[src/hw/rtl/rvx_pkg.sv]
// Shared constants, codes and types of the RV32IM executor.
// Depends on nothing.
package rvx_pkg;

    localparam int MEM_WORDS = 16384;
    localparam int CSR_COUNT = 4096;
    localparam int MEM_AW    = $clog2(MEM_WORDS);
    localparam int CSR_AW    = $clog2(CSR_COUNT);
    localparam int REG_AW    = 5;
    localparam int CLR_N     = (MEM_WORDS > CSR_COUNT) ? MEM_WORDS : CSR_COUNT;
    localparam int CLR_AW    = $clog2(CLR_N);
    localparam logic [31:0] MEM_BYTES = 32'(MEM_WORDS * 4);

    localparam logic [6:0] OPC_LOAD   = 7'h03;
    localparam logic [6:0] OPC_FENCE  = 7'h0F;
    localparam logic [6:0] OPC_IMM    = 7'h13;
    localparam logic [6:0] OPC_AUIPC  = 7'h17;
    localparam logic [6:0] OPC_STORE  = 7'h23;
    localparam logic [6:0] OPC_REG    = 7'h33;
    localparam logic [6:0] OPC_LUI    = 7'h37;
    localparam logic [6:0] OPC_BRANCH = 7'h63;
    localparam logic [6:0] OPC_JALR   = 7'h67;
    localparam logic [6:0] OPC_JAL    = 7'h6F;
    localparam logic [6:0] OPC_SYSTEM = 7'h73;

    localparam logic [6:0] F7_BASE = 7'h00;
    localparam logic [6:0] F7_MULDIV = 7'h01;
    localparam logic [6:0] F7_ALT  = 7'h20;

    localparam logic [1:0] KIND_LOAD  = 2'd0;
    localparam logic [1:0] KIND_START = 2'd1;
    localparam logic [1:0] KIND_STEP  = 2'd2;

    localparam logic [1:0] CFG_MEM_BASE = 2'd0;
    localparam logic [1:0] CFG_ENTRY    = 2'd1;

    localparam logic [2:0] FLT_NONE    = 3'd0;
    localparam logic [2:0] FLT_ILLEGAL = 3'd1;
    localparam logic [2:0] FLT_TARGET  = 3'd2;
    localparam logic [2:0] FLT_RANGE   = 3'd3;
    localparam logic [2:0] FLT_DMIS    = 3'd4;
    localparam logic [2:0] FLT_BREAK   = 3'd5;
    localparam logic [2:0] FLT_FETCH   = 3'd6;

    typedef struct packed {
        logic       start;
        logic [2:0] funct3;
    } md_req_t;

endpackage

[src/hw/rtl/rvx_muldiv.sv]
// Multiply and iterative divide unit for the M extension.
// Depends on rvx_pkg.
module rvx_muldiv (
    input  logic             clk,
    input  logic             rst_n,
    input  rvx_pkg::md_req_t req,
    input  logic [31:0]      a,
    input  logic [31:0]      b,
    output logic             done,
    output logic [31:0]      result
);

    typedef enum logic [1:0] {MD_IDLE, MD_MUL, MD_DIV, MD_FIN} md_state_t;

    md_state_t    state_reg;
    logic [2:0]   f3_reg;
    logic [65:0]  prod_reg;
    logic [32:0]  rem_reg;
    logic [31:0]  quo_reg;
    logic [31:0]  dvs_reg;
    logic [31:0]  a_reg;
    logic         zero_reg;
    logic         negq_reg;
    logic         negr_reg;
    logic [4:0]   cnt_reg;
    logic [31:0]  result_reg;

    logic         a_sgn;
    logic         b_sgn;
    logic         div_signed;
    logic [32:0]  rem_sh;
    logic [32:0]  rem_sub;
    logic [31:0]  q_fin;
    logic [31:0]  r_fin;

    assign a_sgn      = (req.funct3 == 3'd1 || req.funct3 == 3'd2) ? a[31] : 1'b0;
    assign b_sgn      = (req.funct3 == 3'd1) ? b[31] : 1'b0;
    assign div_signed = ~req.funct3[0];
    assign rem_sh     = {rem_reg[31:0], quo_reg[31]};
    assign rem_sub    = rem_sh - {1'b0, dvs_reg};
    assign q_fin      = negq_reg ? (32'd0 - quo_reg) : quo_reg;
    assign r_fin      = negr_reg ? (32'd0 - rem_reg[31:0]) : rem_reg[31:0];

    always_ff @(posedge clk or negedge rst_n)
    begin
        if (!rst_n)
        begin
            state_reg <= MD_IDLE;
            cnt_reg   <= '0;
        end
        else
        begin
            case (state_reg)
                MD_IDLE:
                begin
                    if (req.start)
                    begin
                        f3_reg <= req.funct3;
                        if (!req.funct3[2])
                        begin
                            prod_reg  <= 66'($signed({a_sgn, a}) * $signed({b_sgn, b}));
                            state_reg <= MD_MUL;
                        end
                        else
                        begin
                            // work on magnitudes, fix signs at the end
                            rem_reg   <= '0;
                            quo_reg   <= (div_signed && a[31]) ? (32'd0 - a) : a;
                            dvs_reg   <= (div_signed && b[31]) ? (32'd0 - b) : b;
                            a_reg     <= a;
                            zero_reg  <= (b == 32'd0);
                            negq_reg  <= div_signed && (a[31] ^ b[31]);
                            negr_reg  <= div_signed && a[31];
                            cnt_reg   <= '0;
                            state_reg <= MD_DIV;
                        end
                    end
                end
                MD_MUL:
                begin
                    result_reg <= (f3_reg == 3'd0) ? prod_reg[31:0] : prod_reg[63:32];
                    state_reg  <= MD_FIN;
                end
                MD_DIV:
                begin
                    if (!rem_sub[32])
                    begin
                        rem_reg <= rem_sub;
                        quo_reg <= {quo_reg[30:0], 1'b1};
                    end
                    else
                    begin
                        rem_reg <= rem_sh;
                        quo_reg <= {quo_reg[30:0], 1'b0};
                    end
                    cnt_reg <= cnt_reg + 5'd1;
                    if (cnt_reg == 5'd31)
                    begin
                        state_reg <= MD_FIN;
                    end
                end
                MD_FIN:
                begin
                    state_reg <= MD_IDLE;
                end
                default:
                begin
                    state_reg <= MD_IDLE;
                end
            endcase
        end
    end

    always_comb
    begin
        if (f3_reg[2])
        begin
            if (zero_reg)
            begin
                result = f3_reg[1] ? a_reg : 32'hFFFF_FFFF;
            end
            else
            begin
                result = f3_reg[1] ? r_fin : q_fin;
            end
        end
        else
        begin
            result = result_reg;
        end
    end

    assign done = (state_reg == MD_FIN);

endmodule

[config.mk]
export PLATFORM = sky130hd
export DESIGN_NAME = rvx_muldiv
export DESIGN_NICKNAME = d
export VERILOG_FILES = /design/src/hw/rtl/rvx_pkg.sv /design/src/hw/rtl/rvx_muldiv.sv
export SDC_FILE = /design/constraint.sdc
export NUM_CORES = 2
export LEC_CHECK = 0
export ABC_AREA = 1
export BUFFER_PORTS_ARGS = -buffer_cell sky130_fd_sc_hd__buf_4
export CAP_MARGIN = 10
export CORE_MARGIN = 2
export CORE_UTILIZATION = 55
export DETAILED_ROUTE_END_ITERATION = 8
export MAX_ROUTING_LAYER = met4
export PLACE_DENSITY = 0.79
export SYNTH_ARGS = -nofsm -noshare
export SYNTH_HDL_FRONTEND = slang
export SYNTH_SLANG_ARGS = --single-unit
[constraint.sdc]
create_clock -name clk -period 5.7 [get_ports clk]
set_clock_uncertainty 0.15 [all_clocks]
set_input_delay 0.57 -clock clk [delete_from_list [all_inputs] [get_ports clk]]
set_output_delay 0.57 -clock clk [all_outputs]
set_load 0.03 [all_outputs]
Yosys cells after proc, flatten, opt, wreduce, memory -nomap -nowiden
Cells that the tools add are included.

Input bits: 70. Output and inout port bits: 33. Word-level logic and storage cells: 72. Bits in registers: 237.

Equal/unequal tests: 9. Mux-type cells: 26. Reduce and logical (&&, ||, !) cells: 15. Bitwise operators: 3. Add/subtract/negate cells: 6. Multiply operators: 1.

Operators by type and width (number): $mux 32 (14); $pmux 32 s2 (2); $sub 1x32->32 const A (4); $mul 33x33->64 (1); $sub 33x32->33 (1); $logic_not 32->1 (1); $reduce_and 4->1 (3); $mux 5 (2); $pmux 5 s2 (1); $pmux 2 s4 (1); $mux 2 (3); $ne 2x2->1 const B (3); $reduce_and 3->1 (2); $add 5x1->5 const B (1); $eq 5x5->1 const B (1); $eq 2x2->1 const B (2); $reduce_and 2->1 (2); $eq 3x1->1 const B (1); $eq 3x2->1 const B (1); $logic_and 1x1->1 (3); $logic_not 3->1 (1); $mux 1 (3); $eq 2x1->1 const B (1); $logic_not 2->1 (1); other kinds (4) (5).

Logic depth before layout (Yosys ltp)
Depth in word-level cells: 6. Gate-level depth with buffers: 35. Mapped depth without buffers: 33.

Worst setup path before layout
No wires, ideal clock.

Path type: input port to flip-flop. Start point: in req[0] (netlist name). End point: reg prod_reg[62] (data pin). Slack: -2.635 ns. Arrival: 7.933 ns. Setup time: 0.252 ns. Buffers on the path: 2. Stages: 31. Data required time: 5.298 ns. Cell sequence: buf_2 -> inv_1 -> nand3_1 -> nand2_1 -> nand2_1 -> clkbuf_1 -> nor2_1 -> fa_1 -> inv_1 -> fa_1 -> inv_1 -> fa_1 -> inv_1 -> fa_1 -> inv_1 -> fa_1 -> fa_1 -> fa_1 -> inv_1 -> fa_1 -> inv_1 -> ha_1 -> nand2_1 -> nor2_1 -> inv_1 -> nor2_1 -> inv_1 -> nor4_1 -> nand2_1 -> nand3_1 -> nand2_1.

Cells in the longest elaborated chain, start to end: 4. Elaborated cells on any way between the ends: 6. Those cells by class: mul (1); eq/ne (2); mux (2); reduce/logical (1).

RTL lines: start, declared (RTL line rvx_muldiv.sv:6) `input rvx_pkg::md_req_t req,`; $eq 3x1->1 or $eq 3x2->1 (tied branches) (RTL line rvx_muldiv.sv:36, rvx_muldiv.sv:37); $logic_or 1x1->1 (RTL line rvx_muldiv.sv:36) `assign a_sgn = (req.funct3 == 3'd1 || req.funct3 == 3'd2) ? a[31] : 1'b0;`; $mux 1 (RTL line rvx_muldiv.sv:36); $mul 33x33->64 (*) (RTL line rvx_muldiv.sv:61) `prod_reg <= 66'($signed({a_sgn, a}) * $signed({b_sgn, b}));`; end signal, assigned (RTL line rvx_muldiv.sv:61); end, declared (RTL line rvx_muldiv.sv:17) `logic [65:0] prod_reg;`.

Every way passes the cells marked *; elsewhere a longest branch is shown, timed or not. A chain may end at the register's enable or synchronous reset.

Final worst setup path
Start point: in req[2] (netlist name). End point: reg prod_reg[51] (data pin).

The elaborated chain is that of the path after synthesis.

==> results_dict.tcl <==
set metrics [dict create \
    status "finished, violations left" \
    violations "setup timing" \
    critPathTopFamily "adder cells" \
    hold_start "req[1]" \
    ioPinCount 103 \
    reg2reg_to "rem_reg[16]" \
    grt_pass1_wl_um 316600 \
    hp-class "primary input to flop" \
    crit_top_cell "fa_1" \
    yosys.area_share.simple 0.1951 \
    syn_area_um2 55380 \
    htreeDepth 1 \
    slowest_stage "fa_2" \
    synth_top_cell_by_area "fa_1" \
    endpoint_kind "flop" \
    most-common-layout-cells "1,694 x nand2_1, 1,691 x inv_1, 1,052 x fa_1" \
    first_global_vias 51440 \
    required_ns 5.87 \
    start_util 0.5538 \
    r2r_setup_slack_ns 2.23 \
    antenna_found_initial 10 \
    place.gp.congestion 1.121 \
    crit_start "req[2]" \
    clock_latency_ns 0.62 \
    maxSlewHeadroom 0.2729 \
    slew_viol_final 0 \
    yosys.area_share.xor_xnor 0.01724 \
    drt_first_iter_violations 4798 \
    cap_violations 0 \
    post-place-ws_ns -2.499 \
    yosys_warnings 0 \
    final_common_cell "nand2_1" \
    synth_top_family_by_area "adder cells" \
    min_period_ns 7.371 \
    grt_max_degree 68 \
    fmax_ghz 0.1357 \
    synth_cell_types 54 \
    synth_nets 8484 \
    synth_top_area_share 0.4070 \
    wl_per_cell_um 23.56 \
    routed_wl_um 212600 \
    dieHeight_um 321.3 \
    vias 49450 \
    crit_end "prod_reg[51]" \
    clock_path_buffers 3 \
    syn_area_per_cell_um2 7.874 \
    hold_viol 0 \
    setup_viol 53 \
    synthTopCellsByArea "fa_1 41%, nand2_1 13%, inv_1 13%" \
    core_um2 100000 \
    clkTransAtPathRegs_ns 0.07 \
    worst-r2r-cell-count 17 \
    setup_slack_ns -1.671 \
    largest_register_ffs 64 \
    cp-start-kind "primary input" \
    fp.dieW_um 321.3 \
    grt_overflow_total 0 \
    synth_fa_ha_area_frac 0.4646 \
    die_area_um2 103200 \
    viasPerCell 5.481 \
    cts_num_sinks 237 \
    cts_tree "done" \
    cp_slowest_stage_delay_ns 0.62 \
    tightest_slew_ns 1.089 \
    cts_root_buf "clkbuf_16" \
    syn_inst 7033 \
    nets 9148 \
    grt_use_total 0.4305 \
    drt_first_pass_iters 8 \
    synth_compound_area_frac 0.04010 \
    cts_made_buffers 26 \
    critPathKind "primary input to flop" \
    hold_ws_ns 0.1041 \
    area_growth_pct 27.25 \
    dpl.hpwl_um 175300 \
    num_rows 116 \
    period_share 1.293 \
    rsz0062_at_grt "true" \
    synthMuxAreaShare 0.006507 \
    antenna_left 0 \
    path_depth 32 \
    seq_area_frac_synth 0.1279 \
    path_max_fanout 8 \
    ys_ff_latch 237 \
    crit_arrival_ns 7.54 \
    crit_buf_inv 13 \
    design_area_um2 70470 \
    worstReg2RegStart "quo_reg[31]" \
    drt_drc_violations_left 0 \
    dpl_cell_area_um2 63880 \
    io_buffer_count 102 \
    layout-drive-gt1-share 0.2380 \
]
[metal layers]
| metal | GRT usage | wire length (um) | up-vias |
|---|---|---|---|
| met4 | 0.2700 | 17810 | 0 |
| met2 | 0.6634 | 97220 | 2532 |
| met5 | - | 0 | - |
| met1 | 0.5183 | 76670 | 24500 |
| li1 | - | - | 21770 |
| met3 | 0.09174 | 20890 | 655 |
[logic make-up after synthesis]
| kind of cell | count (synthesis) |
|---|---|
| XOR/XNOR | 109 |
| buffers and inverters | 2170 |
| adder cells (fa/ha/maj) | 1381 |
| AO/OA/AOI/OAI | 409 |
| AND/OR/NAND/NOR | 2695 |
| multiplexers | 32 |
| flip-flops | 237 |
[synth_stat cells, drive strengths merged]
library cell / n
a211oi: 2
a21boi: 2
a21o: 3
a21oi: 169
a22oi: 1
a31oi: 7
and2: 3
and3: 2
buf: 101
clkbuf: 212
clkinv: 3
dfrtp: 7
edfxtp: 230
fa: 1126
ha: 255
inv: 1854
mux2: 32
nand2: 1871
nand2b: 1
nand3: 236
nand3b: 9
nand4: 42
nor2: 474
nor3: 38
nor4: 9
nor4b: 1
o211ai: 20
o21a: 3
o21ai: 177
o21bai: 21
o221ai: 1
o22ai: 2
o31ai: 1
or2: 9
xnor2: 33
xor2: 76
[worst min-delay path by stage]
stage | to | slack (ns) | cells past startpoint
floorplan | cnt_reg[0] | 0.12 | 0
global placement | cnt_reg[4] | 0.27 | 1
detailed placement | cnt_reg[4] | 0.27 | 1
CTS | f3_reg[1] | 0.1 | 2
global route | f3_reg[1] | 0.11 | 2
finish | f3_reg[1] | 0.10 | 2
[worst reg2reg max path, delay by kind of cell (launching register included)]
family	cells	cell delay, ns
simple gates	13	1.63
fa+ha+maj	2	0.67
flops	1	0.50
buf+inv	2	0.29
[final cells by class]
type,instances,area (um^2)
Timing Repair Buffer,948,9641
Sequential cell,237,7082
Inverter,1857,7028
Antenna cell,8,20.02
Fill cell,7882,29530
Tap cell,1298,1624
Multi-Input combinational cell,4627,44120
Clock buffer,31,689.4
Clock inverter,17,272.8
[stage by stage]
step                std cells  utilization  TNS (ns)
floorplan                7033            -    -84.17
global placement         8824       0.6387   -105.20
CTS                      8931       0.6777    -57.61
detailed placement       8825       0.6388   -106.60
global route             9023       0.7047    -69.42
finish                   9023       0.7047    -61.90
[repair_timing]
item | 4_1_cts | 5_1_grt
pin swaps | 198 | 343
gates resized for setup | 620 | 556
endpoints found under the setup margin | 53 | 54
buffers inserted | 58 | 87
hold buffers | 1 | 0
endpoints found under the hold margin | 7 | 0
cloned | 5 | 3
Power is left out: the tool's default activity adds up to more than one toggle a clock period on the data nets, which glitch-free logic cannot reach.
